===== src/tsq_pkg.sv =====
// ----------------------------------------------------------------------------
// tsq_pkg
// Shared types, opcodes and command/status bundles for the two-stack queue.
// ----------------------------------------------------------------------------
package tsq_pkg;

   localparam int DEFAULT_STACK_DEPTH = 16;

   // opcodes of the request transaction
   localparam logic [1:0] OP_PUSH = 2'd0;
   localparam logic [1:0] OP_POP  = 2'd1;
   localparam logic [1:0] OP_PEEK = 2'd2;
   localparam logic [1:0] OP_NONE = 2'd3;

   typedef logic signed [31:0] word_type;

   typedef struct packed {
      logic [1:0] opcode;
      word_type   push_value;
      logic [4:0] position;
   } req_type;

   typedef struct packed {
      word_type   read_value;
      logic       read_valid;
      logic       push_dropped;
      logic [5:0] entry_count;
      logic       full_flag;
   } rsp_type;

   // controller to datapath
   typedef struct packed {
      logic capture;
      logic xfer_rd;
      logic exec;
      logic push_wr;
      logic drop;
      logic pop_rd;
      logic peek_out_rd;
      logic peek_in_rd;
      logic load_rsp;
   } cmd_type;

   // datapath to controller
   typedef struct packed {
      logic [1:0] opcode;
      logic       in_full;
      logic       in_empty;
      logic       out_empty;
      logic       hit_out;
      logic       hit_in;
      logic       xfer_pend;
      logic       rsp_free;
   } status_type;

endpackage


===== src/two_stack_queue_core.sv =====
// ----------------------------------------------------------------------------
// two_stack_queue_core
// FIFO of signed 32-bit words built from an input stack and an output stack.
// ----------------------------------------------------------------------------
// Each request transaction (push, pop front, peek at a queue position) gives
// exactly one response transaction carrying the read word, its valid flag, a
// dropped-push flag, the total entry count and the full flag. Both stacks are
// single-port-write memories of STACK_DEPTH words; a push lands on the input
// stack and a pop leaves from the output stack. When a pop finds the output
// stack empty, or a push finds the input stack full with the output stack
// empty, the whole input stack is first copied over, one word per cycle
// through the memory read register. One transaction is in work at a time:
// a plain item steps through accept, execute and loading of the response
// register, which waits while the previous response is stalled. An item
// that triggers the copy adds the execute step that starts the copy, a read
// for each word moved, the last write and a settle step before executing
// again. Each word is copied at most once. A finished response sits in its
// own register, so the next request is taken while the previous response
// is still stalled.
// ----------------------------------------------------------------------------
module two_stack_queue_core
   import tsq_pkg::*;
#(
   parameter int STACK_DEPTH = DEFAULT_STACK_DEPTH
)
(
   input  logic    clock,
   input  logic    reset,
   // request channel
   input  logic    req_valid,
   output logic    req_stall,
   input  req_type req_data,
   // response channel
   output logic    rsp_valid,
   input  logic    rsp_stall,
   output rsp_type rsp_data
);

   // command and status between sequencer and datapath
   cmd_type    cmd;
   status_type status;

   // sequencer: accept, optional stack copy, execute, hand off response
   tsq_ctrl u_ctrl (
      .clock     (clock),
      .reset     (reset),
      .req_valid (req_valid),
      .req_stall (req_stall),
      .status    (status),
      .cmd       (cmd)
   );

   // stacks, depth counters and response register
   tsq_datapath #(
      .STACK_DEPTH (STACK_DEPTH)
   ) u_datapath (
      .clock     (clock),
      .reset     (reset),
      .req_data  (req_data),
      .rsp_data  (rsp_data),
      .rsp_valid (rsp_valid),
      .rsp_stall (rsp_stall),
      .cmd       (cmd),
      .status    (status)
   );

endmodule


===== src/tsq_ctrl.sv =====
// ----------------------------------------------------------------------------
// tsq_ctrl
// Sequencer: accepts a request, runs the stack transfer when needed, issues
// the operation and hands the result to the response register.
// ----------------------------------------------------------------------------
module tsq_ctrl
   import tsq_pkg::*;
(
   input  logic       clock,
   input  logic       reset,
   input  logic       req_valid,
   output logic       req_stall,
   input  status_type status,
   output cmd_type    cmd
);

   typedef enum logic [1:0] {
      S_IDLE,
      S_EXEC,
      S_XFER,
      S_DONE
   } state_type;

   state_type state_ff;
   state_type state_in;

   always_comb begin
      cmd       = '0;
      state_in  = state_ff;
      req_stall = (state_ff != S_IDLE);
      case (state_ff)
         S_IDLE: begin
            if (req_valid) begin
               cmd.capture = 1'b1;
               state_in    = S_EXEC;
            end
         end
         S_EXEC: begin
            state_in = S_DONE;
            case (status.opcode)
               OP_PUSH: begin
                  if (status.in_full && status.out_empty) begin
                     state_in = S_XFER;
                  end else begin
                     cmd.exec    = 1'b1;
                     cmd.push_wr = !status.in_full;
                     cmd.drop    = status.in_full;
                  end
               end
               OP_POP: begin
                  if (status.out_empty && !status.in_empty) begin
                     state_in = S_XFER;
                  end else begin
                     cmd.exec   = 1'b1;
                     cmd.pop_rd = !status.out_empty;
                  end
               end
               OP_PEEK: begin
                  cmd.exec        = 1'b1;
                  cmd.peek_out_rd = status.hit_out;
                  cmd.peek_in_rd  = !status.hit_out && status.hit_in;
               end
               default: begin
                  cmd.exec = 1'b1;
               end
            endcase
         end
         S_XFER: begin
            // read side runs until the input stack is empty, write side follows in the cycle after each read
            cmd.xfer_rd = !status.in_empty;
            if (status.in_empty && !status.xfer_pend) begin
               state_in = S_EXEC;
            end
         end
         S_DONE: begin
            if (status.rsp_free) begin
               cmd.load_rsp = 1'b1;
               state_in     = S_IDLE;
            end
         end
         default: begin
            state_in = S_IDLE;
         end
      endcase
   end

   always_ff @(posedge clock) begin
      if (reset) begin
         state_ff <= S_IDLE;
      end else begin
         state_ff <= state_in;
      end
   end

endmodule


===== src/tsq_datapath.sv =====
// ----------------------------------------------------------------------------
// tsq_datapath
// Two stack memories, their depth counters, request latch and the response
// register.
// ----------------------------------------------------------------------------
module tsq_datapath
   import tsq_pkg::*;
#(
   parameter int STACK_DEPTH = DEFAULT_STACK_DEPTH
)
(
   input  logic       clock,
   input  logic       reset,
   input  req_type    req_data,
   output rsp_type    rsp_data,
   output logic       rsp_valid,
   input  logic       rsp_stall,
   input  cmd_type    cmd,
   output status_type status
);

   localparam int DEPTH_W = $clog2(STACK_DEPTH + 1);
   localparam int ADDR_W  = (STACK_DEPTH > 1) ? $clog2(STACK_DEPTH) : 1;
   localparam int CMP_W   = ((DEPTH_W > 5) ? DEPTH_W : 5) + 1;
   localparam int SUM_W   = ((DEPTH_W + 1) > 6) ? (DEPTH_W + 1) : 6;

   word_type in_mem  [STACK_DEPTH];
   word_type out_mem [STACK_DEPTH];

   logic [1:0]         op_ff;
   word_type           val_ff;
   logic [4:0]         pos_ff;
   logic [DEPTH_W-1:0] in_depth_ff;
   logic [DEPTH_W-1:0] out_depth_ff;
   logic               xfer_pend_ff;
   word_type           in_rd_ff;
   word_type           out_rd_ff;
   logic               valid_ff;
   logic               drop_ff;
   logic               sel_in_ff;
   logic               rsp_valid_ff;
   rsp_type            rsp_ff;

   logic [CMP_W-1:0]  pos_x;
   logic [CMP_W-1:0]  od_x;
   logic [CMP_W-1:0]  id_x;
   logic [CMP_W-1:0]  diff;
   logic [CMP_W-1:0]  out_peek;
   logic [ADDR_W-1:0] in_raddr;
   logic [ADDR_W-1:0] out_raddr;
   logic [SUM_W-1:0]  sum;
   logic              in_full;
   logic              out_empty;
   rsp_type           rsp_in;

   assign pos_x    = CMP_W'(pos_ff);
   assign od_x     = CMP_W'(out_depth_ff);
   assign id_x     = CMP_W'(in_depth_ff);
   assign diff     = pos_x - od_x;
   assign out_peek = od_x - CMP_W'(1) - pos_x;

   assign in_full   = (in_depth_ff == DEPTH_W'(STACK_DEPTH));
   assign out_empty = (out_depth_ff == '0);

   assign in_raddr  = cmd.xfer_rd ? ADDR_W'(in_depth_ff - DEPTH_W'(1)) : diff[ADDR_W-1:0];
   assign out_raddr = cmd.pop_rd ? ADDR_W'(out_depth_ff - DEPTH_W'(1))
                                 : out_peek[ADDR_W-1:0];

   assign status.opcode    = op_ff;
   assign status.in_full   = in_full;
   assign status.in_empty  = (in_depth_ff == '0);
   assign status.out_empty = out_empty;
   assign status.hit_out   = (pos_x < od_x);
   assign status.hit_in    = (pos_x >= od_x) && (diff < id_x);
   assign status.xfer_pend = xfer_pend_ff;
   assign status.rsp_free  = !rsp_valid_ff || !rsp_stall;

   assign sum = SUM_W'(in_depth_ff) + SUM_W'(out_depth_ff);

   always_comb begin
      rsp_in              = '0;
      rsp_in.read_valid   = valid_ff;
      rsp_in.push_dropped = drop_ff;
      rsp_in.entry_count  = sum[5:0];
      rsp_in.full_flag    = in_full && !out_empty;
      if (valid_ff) begin
         rsp_in.read_value = sel_in_ff ? in_rd_ff : out_rd_ff;
      end
   end

   // stack memories
   always_ff @(posedge clock) begin
      if (cmd.push_wr) begin
         in_mem[in_depth_ff[ADDR_W-1:0]] <= val_ff;
      end
      if (cmd.xfer_rd || cmd.peek_in_rd) begin
         in_rd_ff <= in_mem[in_raddr];
      end
      if (xfer_pend_ff) begin
         out_mem[out_depth_ff[ADDR_W-1:0]] <= in_rd_ff;
      end
      if (cmd.pop_rd || cmd.peek_out_rd) begin
         out_rd_ff <= out_mem[out_raddr];
      end
   end

   // payload registers
   always_ff @(posedge clock) begin
      if (cmd.capture) begin
         op_ff  <= req_data.opcode;
         val_ff <= req_data.push_value;
         pos_ff <= req_data.position;
      end
      if (cmd.exec) begin
         valid_ff  <= cmd.pop_rd || cmd.peek_out_rd || cmd.peek_in_rd;
         drop_ff   <= cmd.drop;
         sel_in_ff <= cmd.peek_in_rd;
      end
      if (cmd.load_rsp) begin
         rsp_ff <= rsp_in;
      end
   end

   // control state
   always_ff @(posedge clock) begin
      if (reset) begin
         in_depth_ff  <= '0;
         out_depth_ff <= '0;
         xfer_pend_ff <= 1'b0;
         rsp_valid_ff <= 1'b0;
      end else begin
         xfer_pend_ff <= cmd.xfer_rd;
         if (cmd.xfer_rd) begin
            in_depth_ff <= in_depth_ff - DEPTH_W'(1);
         end else if (cmd.push_wr) begin
            in_depth_ff <= in_depth_ff + DEPTH_W'(1);
         end
         if (xfer_pend_ff) begin
            out_depth_ff <= out_depth_ff + DEPTH_W'(1);
         end else if (cmd.pop_rd) begin
            out_depth_ff <= out_depth_ff - DEPTH_W'(1);
         end
         if (cmd.load_rsp) begin
            rsp_valid_ff <= 1'b1;
         end else if (!rsp_stall) begin
            rsp_valid_ff <= 1'b0;
         end
      end
   end

   assign rsp_valid = rsp_valid_ff;
   assign rsp_data  = rsp_ff;

endmodule


===== config.mk =====
export PLATFORM = sky130hd
export DESIGN_NAME = two_stack_queue_core
export DESIGN_NICKNAME = d
export VERILOG_FILES = /design/src/tsq_pkg.sv /design/src/two_stack_queue_core.sv /design/src/tsq_ctrl.sv /design/src/tsq_datapath.sv
export SDC_FILE = /design/constraint.sdc
export NUM_CORES = 1
export LEC_CHECK = 0
export BUFFER_PORTS_ARGS = -buffer_cell sky130_fd_sc_hd__buf_2
export CORE_MARGIN = 4
export CORE_UTILIZATION = 33
export DETAILED_ROUTE_END_ITERATION = 10
export PLACE_DENSITY = 0.44
export REMOVE_ABC_BUFFERS = 1
export SETUP_SLACK_MARGIN = 0.05
export SLEW_MARGIN = 40
export SYNTH_ARGS = -nofsm -noshare
export SYNTH_HDL_FRONTEND = slang
export SYNTH_SLANG_ARGS = --single-unit

===== constraint.sdc =====
create_clock -name clock -period 4.8 [get_ports clock]
set_input_delay 0.24 -clock clock [delete_from_list [all_inputs] [get_ports clock]]
set_output_delay 0.24 -clock clock [all_outputs]
set_load 0.01 [all_outputs]

==> Yosys cells after proc, flatten, opt, wreduce, memory -nomap -nowiden <==
Memory sizes are Yosys's and may differ from the RTL's. A register that Yosys moved wholly into a read port is not among the register bits.
Index checks and enable logic that the tools add are counted.
{ "totals": {"reg_bits": 97, "latchBits": 0, "mem_bits_rw": 1024, "mem_bits_ro": 0, "inputBits": 43, "output_inout_bits": 43, "elab_cells": 100, "memories": 2} }
{ "op_classes": {"n_addsub": 8, "n_mul": 0, "div": 0, "order_cmp": 3, "eq_ne": 10, "n_shift": 0, "n_mux": 33, "bitwise": 2, "reduce_logical": 26} }
{ "mem_list": {"columns": ["memory", "depth", "word_bits", "rd", "rd_ports_with_merged_regs", "wr", "line_no", "source"], "rows": [
  ["u_datapath.in_mem", 16, 32, 1, 1, 1, "tsq_datapath.sv:27", "word_type in_mem [STACK_DEPTH];"],
  ["u_datapath.out_mem", 16, 32, 1, 1, 1, "tsq_datapath.sv:28", "word_type out_mem [STACK_DEPTH];"]
]} }
{ "op_table": {"columns": ["cell", "count"], "rows": [
  ["$mux 32", 1],
  ["$mux 5", 4],
  ["$mux 1", 16],
  ["$add 5x1->5 const B", 2],
  ["$logic_not 5->1", 2],
  ["$mux 2", 5],
  ["$sub 5x1->5 const B", 2],
  ["$mux 4", 2],
  ["$pmux 2 s4", 1],
  ["$logic_not 1->1", 7],
  ["$add 5x5->6", 1],
  ["$eq 2x2->1 const B", 3],
  ["$logic_and 1x1->1", 6],
  ["$lt 6x5->1", 1],
  ["$mux 6", 1],
  ["$reduce_bool 2->1", 3],
  ["$sub 5x5->6", 1],
  ["$eq 5x5->1 const B", 1],
  ["$ge 5x5->1", 1],
  ["$lt 5x5->1", 1],
  ["$eq 2x1->1 const B", 2],
  ["$logic_not 2->1", 2],
  ["$logic_or 1x1->1", 4],
  ["$ne 2x1->1 const B", 2],
  ["other kinds (9)", 11]
]} }

==> Longest topological paths before layout <==
{ "logic_depth": {"word_depth": 8, "depth_mapped": 13, "ltp_nobuf": 12} }

==> Modules after synthesis <==
Synthesis repeated with hierarchy kept, for this count alone.
{ "hier_totals": {"hier_cells": 2662, "area_unflattened_um2": 46374.5} }
{ "modules_own_cells": {"columns": ["mod", "instances", "cells_per_inst", "area_each_um2", "seq_area_each_um2"], "rows": [
  ["tsq_datapath", 1, 2630, 46160.5, 35404.0],
  ["tsq_ctrl", 1, 32, 214.0, 40.0]
]} }

==> Worst setup path after synthesis <==
Ideal clock, no wire load.
{ "synth_path": {"path_kind": "reg-to-reg", "start": "reg u_datapath.out_depth_ff[0]", "end": "mem u_datapath.out_mem[0][0] in the netlist's numbering (enable)", "setup_time_ns": 0.461, "arrival_ns": 3.140, "required_time_ns": 4.339, "setup_slack_ns": 1.199, "path_stages_with_launch": 6, "n_path_buf": 1, "synth_period_minus_slack_ns": 3.601, "path_cell_list": "dfxtp_1 clkbuf_1 inv_1 ha_1 nand2_1 nor3_1"} }
{ "synth_rtl": {"columns": ["item", "line_no", "source"], "rows": [
  ["from (decl)", "tsq_datapath.sv:34", "logic [DEPTH_W-1:0] out_depth_ff;"],
  ["from (signal assigned)", "tsq_datapath.sv:139", "out_depth_ff <= out_depth_ff + DEPTH_W'(1);"],
  ["from (signal assigned)", "tsq_datapath.sv:141", "out_depth_ff <= out_depth_ff - DEPTH_W'(1);"],
  ["to (decl)", "tsq_datapath.sv:28", null]
]} }
Straight into the memory's write port.

==> Worst setup path after layout <==
{ "layout_path": {"start": "reg u_datapath.in_depth_ff[0]", "end": "reg u_datapath.in_rd_ff[26], read port of u_datapath.in_mem, data pin"} }
{ "layout_via": {"elab_chain_cells": 6, "elab_cells_between_ends": 11, "classes_between": "add/sub (1); order compare (1); mux (4); reduce/logical (5)"} }
{ "layout_lines": {"columns": ["item", "line_no", "source"], "rows": [
  ["from (decl)", "tsq_datapath.sv:33", "logic [DEPTH_W-1:0] in_depth_ff;"],
  ["from (signal assigned)", "tsq_datapath.sv:134", "in_depth_ff <= in_depth_ff - DEPTH_W'(1);"],
  ["from (signal assigned)", "tsq_datapath.sv:136", "in_depth_ff <= in_depth_ff + DEPTH_W'(1);"],
  ["$lt 6x5->1", "tsq_datapath.sv:74", "assign status.hit_in = (pos_x >= od_x) && (diff < id_x);"],
  ["$logic_and 1x1->1", "tsq_datapath.sv:74", null],
  ["$logic_and 1x1->1", "tsq_ctrl.sv:61", "cmd.peek_in_rd = !status.hit_out && status.hit_in;"],
  ["$mux 2", "tsq_ctrl.sv:40", "case (status.opcode)"],
  ["$mux 6", "tsq_ctrl.sv:31", "case (state_ff)"],
  ["$logic_or 1x1->1", "tsq_datapath.sv:96", "if (cmd.xfer_rd || cmd.peek_in_rd) begin"],
  ["to (decl)", "tsq_datapath.sv:36", "word_type in_rd_ff;"]
]} }
Parallel ways exist; a longest one is shown, timed or not.
A chain may end at the register's enable or synchronous reset.

==> summary.md <==
| Metric | Value |
|---|---|
| Area of the core | 154000 um^2 |
| Sequential cell fraction of total power | 49.1% |
| Last weighted congestion value of the routability-driven placer | between 0.7 and 0.8 |
| Drt via density | 5.29 |
| Number of standard-cell rows in the floorplan | ~140 |
| Top cells by instance count after synthesis | 1171 x edfxtp_1, 410 x nand2_1, 396 x a21oi_1, 320 x mux2i_1, 262 x nand3_1 |
| Setup TNS Final | 0 ps |
| Post-route minimum period | between 4000 and 5000 ps |
| DR WL/cell | 25.4 um |
| RSZ-0062 raised after global routing | no |
| Transition at the pin with the smallest max-transition slack | 873 ps |
| Proportion of netlist area held by the largest area contributor | between 60% and 70% |
| Internal | around 18 mW |
| Largest net degree at the start of global routing | 173 |
| Max Cap Violations | 0 |
| Arrival time of the worst setup path | 4600 ps |
| Antenna Cells | 0 |
| Count of filler cells inserted in the layout | 14500 |
| Antenna violations before repair | 1 |
| Syn_area_per_cell | around 14 um^2 |
| Result of the run | completed |
| Clk network pwr share | 41.2% |
| Setup Buffers After CTS | 0 |
| Net switching power figure | 5.90 mW |
| Post-layout power | between 20 and 25 mW |
| TritonCTS Buffers | 138 |
| Leakage Power | about 20 nW |
| All-Layer GR Usage | 18.3% |
| Latest clock arrival within the worst-skew pair | about 760 ps |
| First-pass GRT wire length | roughly 220000 um |
| Class of the most critical setup path | reg -> reg |
| Worst Path Max Fanout | between 60 and 70 |
| Number of instances in the synthesized netlist | ~3700 |
| Leading cell types by total area after synthesis | edfxtp_1 69%, mux2i_1 6.3%, a21oi_1 3.9%, nand2_1 3.0%, nand3_1 2.6% |
| 1st-iter DRT viols | around 2500 |
| Synthesized flop and latch total | 1185 |
| HPWL after detailed placement | 84000 um |
| Register clock-pin slew on the reported worst setup and hold paths | 60 ps |
| Critical Path Source Type | flip-flop |
| Library cells used by synthesis | between 50 and 60 |
| VDD IR max | 0.360 mV |
| Highest achievable clock rate | approximately 0.24 GHz |
| Length of the first detailed-routing pass in iterations | 6 |
| Final slew viol count | 0 |
| Layout cell share with drive strength beyond 1 | 14.2% |
| Number of endpoints failing setup at the final stage | 0 |
| Period utilization | 85.5% |
| Utilization after layout | 38.5% |
| Area of the mapped netlist | slightly above 50000 um^2 |
| Die span in x | 402 um |
| Hold violation total from the final report | 0 |
| Clock root buffer | clkbuf_16 |
| Worst slew margin | 41.7% |
| Maximum root-to-sink buffer count | 3 |
| Top-level I/O count | 86 |
| Final setup skew | around 15 ps |
| Clock Sink Count | around 1200 |
| Die area | about 160000 um^2 |
| Number of nets in the finished design | 3872 |
| Number of enable-type register cells in the synthesized netlist | roughly 1200 |
| Number of warnings reported in the yosys synthesis log | 0 |
| Number of levels the H-tree was split into | 4 |
| Cell with the most instances after synthesis | edfxtp_1 |
| Switching share of power | between 20 and 25% |
| Starting density of the core | 33.2% |
| Dominant cell type by area after synthesis | edfxtp_1 |
| Worst hold path class | in -> reg |
| Floorplan die height | 402 um |
| TritonCTS clock tree | yes |
| Remaining routing DRC violations | 0 |
| Combinational cell fraction of total power | about a tenth |
| Share of synthesized area occupied by flip-flops and latches | 69.3% |
| Gr ovfl total | 0 |
| Layout overhead on the synthesized area | 15.8% |
| Dominant synthesized flop cell | edfxtp_1 |
| Aggregate routed wire length | about 150000 um |
| Vias | 31500 |
| Number of nets still failing antenna checks after routing | 0 |
| I/O Buffers | 85 |
| Vias in the first global route | 31400 |
| Nature of the critical path endpoint | flip-flop |
| Cell Pwr Density | 405 nW/um^2 |
| Data required time at the worst endpoint | about 5300 ps |
| Post-synth ARST share | 0% |
==> metal layers <==
| layer | wire [um] | share of wire, % | vias to the layer above | global-route usage [%] |
|---|---|---|---|---|
| met5 | 0 | 0 | - | 0 |
| met4 | 3230 | 2.1 | 0 | 4.76 |
| met3 | 6220 | 4.1 | 217 | 2.68 |
| met2 | 73500 | 49 | 777 | 30.8 |
| met1 | 68000 | 45 | 16000 | 25.0 |
| li1 | - | - | 14500 | - |
==> worst max-delay path, stage by stage (launching register included) <==
cell,delay (ps)
dfxtp_1,630
inv_1,210
ha_1,370
or4b_4,300
nand2_1,350
a21oi_4,760
buf_12,340
mux2_2,410
o2111ai_1,400
==> metrics by stage <==
stage	instance area (um^2)	worst slack, ps	hold WS, ps	instances
floorplan	49900	-12400	309	3397
global placement	54400	683	417	5652
detailed placement	54600	730	416	5660
CTS	59200	724	121	5941
global route	59300	506	157	5944
finish	59300	695	187	5944
==> area by class of cell <==
type | count | area (um^2) | share of cell area, %
Sequential cell | 1185 | 35400 | 59.8
Multi-Input combinational cell | 2094 | 14400 | 24.2
Clock buffer | 180 | 3670 | 6.20
Tap cell | 2044 | 2560 | 4.32
Timing Repair Buffer | 264 | 2270 | 3.83
Clock inverter | 59 | 487 | 0.821
Inverter | 118 | 450 | 0.760
==> power by group through the flow <==
stage          clock (mW)  sequential, mW  combinational (mW)
2_1_floorplan           0            11.9                1.57
3_3_place_gp            0            12.0                2.31
3_5_place_dp            0            12.0                2.32
4_1_cts              10.2            11.8                2.35
5_1_grt              10.6            11.8                2.52
6_report             9.88            11.8                2.32
==> state kept, by name, summed over array words and instances (netlist names), 2 cells and up <==
register	count
u_datapath.in_mem	512
u_datapath.out_mem	512
u_datapath.rsp_data	41
u_datapath.in_rd_ff	32
u_datapath.out_rd_ff	32
u_datapath.val_ff	32
u_datapath.in_depth_ff	5
u_datapath.out_depth_ff	5
u_datapath.pos_ff	5
u_ctrl.state_ff	2
u_datapath.op_ff	2
==> path summary, 6_finish.rpt <==
path                                                             start                                end  slack, ps  cells after the start
worst max-delay path            u_datapath.in_depth_ff[0]$_SDFFE_PP0P_  u_datapath.in_rd_ff[26]$_DFFE_PP_        700                      8
worst min-delay path                                      req_data[14]     u_datapath.val_ff[9]$_DFFE_PP_        190                      2
worst max register to register  u_datapath.in_depth_ff[0]$_SDFFE_PP0P_  u_datapath.in_rd_ff[26]$_DFFE_PP_        700                      8
worst min register to register        u_datapath.drop_ff$_SDFFCE_PP0P_   u_datapath.rsp_data[7]$_DFFE_PP_        430                      0
==> repair_timing <==
action	in CTS	in global routing
resized for setup	0	0
hold buffers	42	0
endpoints found under the hold margin	53	0
==> cells in the final DEF, fill, tap and decap left out, types with 85 or more instances in the layout <==
| cell type | instances |
|---|---|
| edfxtp_1 | 1171 |
| nand2_1 | 406 |
| a21oi_1 | 394 |
| mux2i_1 | 320 |
| nand3_1 | 262 |
| clkbuf_16 | 141 |
| inv_1 | 115 |
| buf_4 | 103 |
| o211ai_1 | 96 |
| o221ai_1 | 96 |
| mux2_2 | 93 |
| buf_2 | 85 |
==> cell families after synthesis <==
family	share of synthesized area, %
AND/OR/NAND/NOR	7.94
flip-flops	69.3
buffers and inverters	3.37
XOR/XNOR	0.342
AO/OA/AOI/OAI	9.27
multiplexers	9.08
adder cells (fa/ha/maj)	0.714
(Power assumes the default switching activity.)
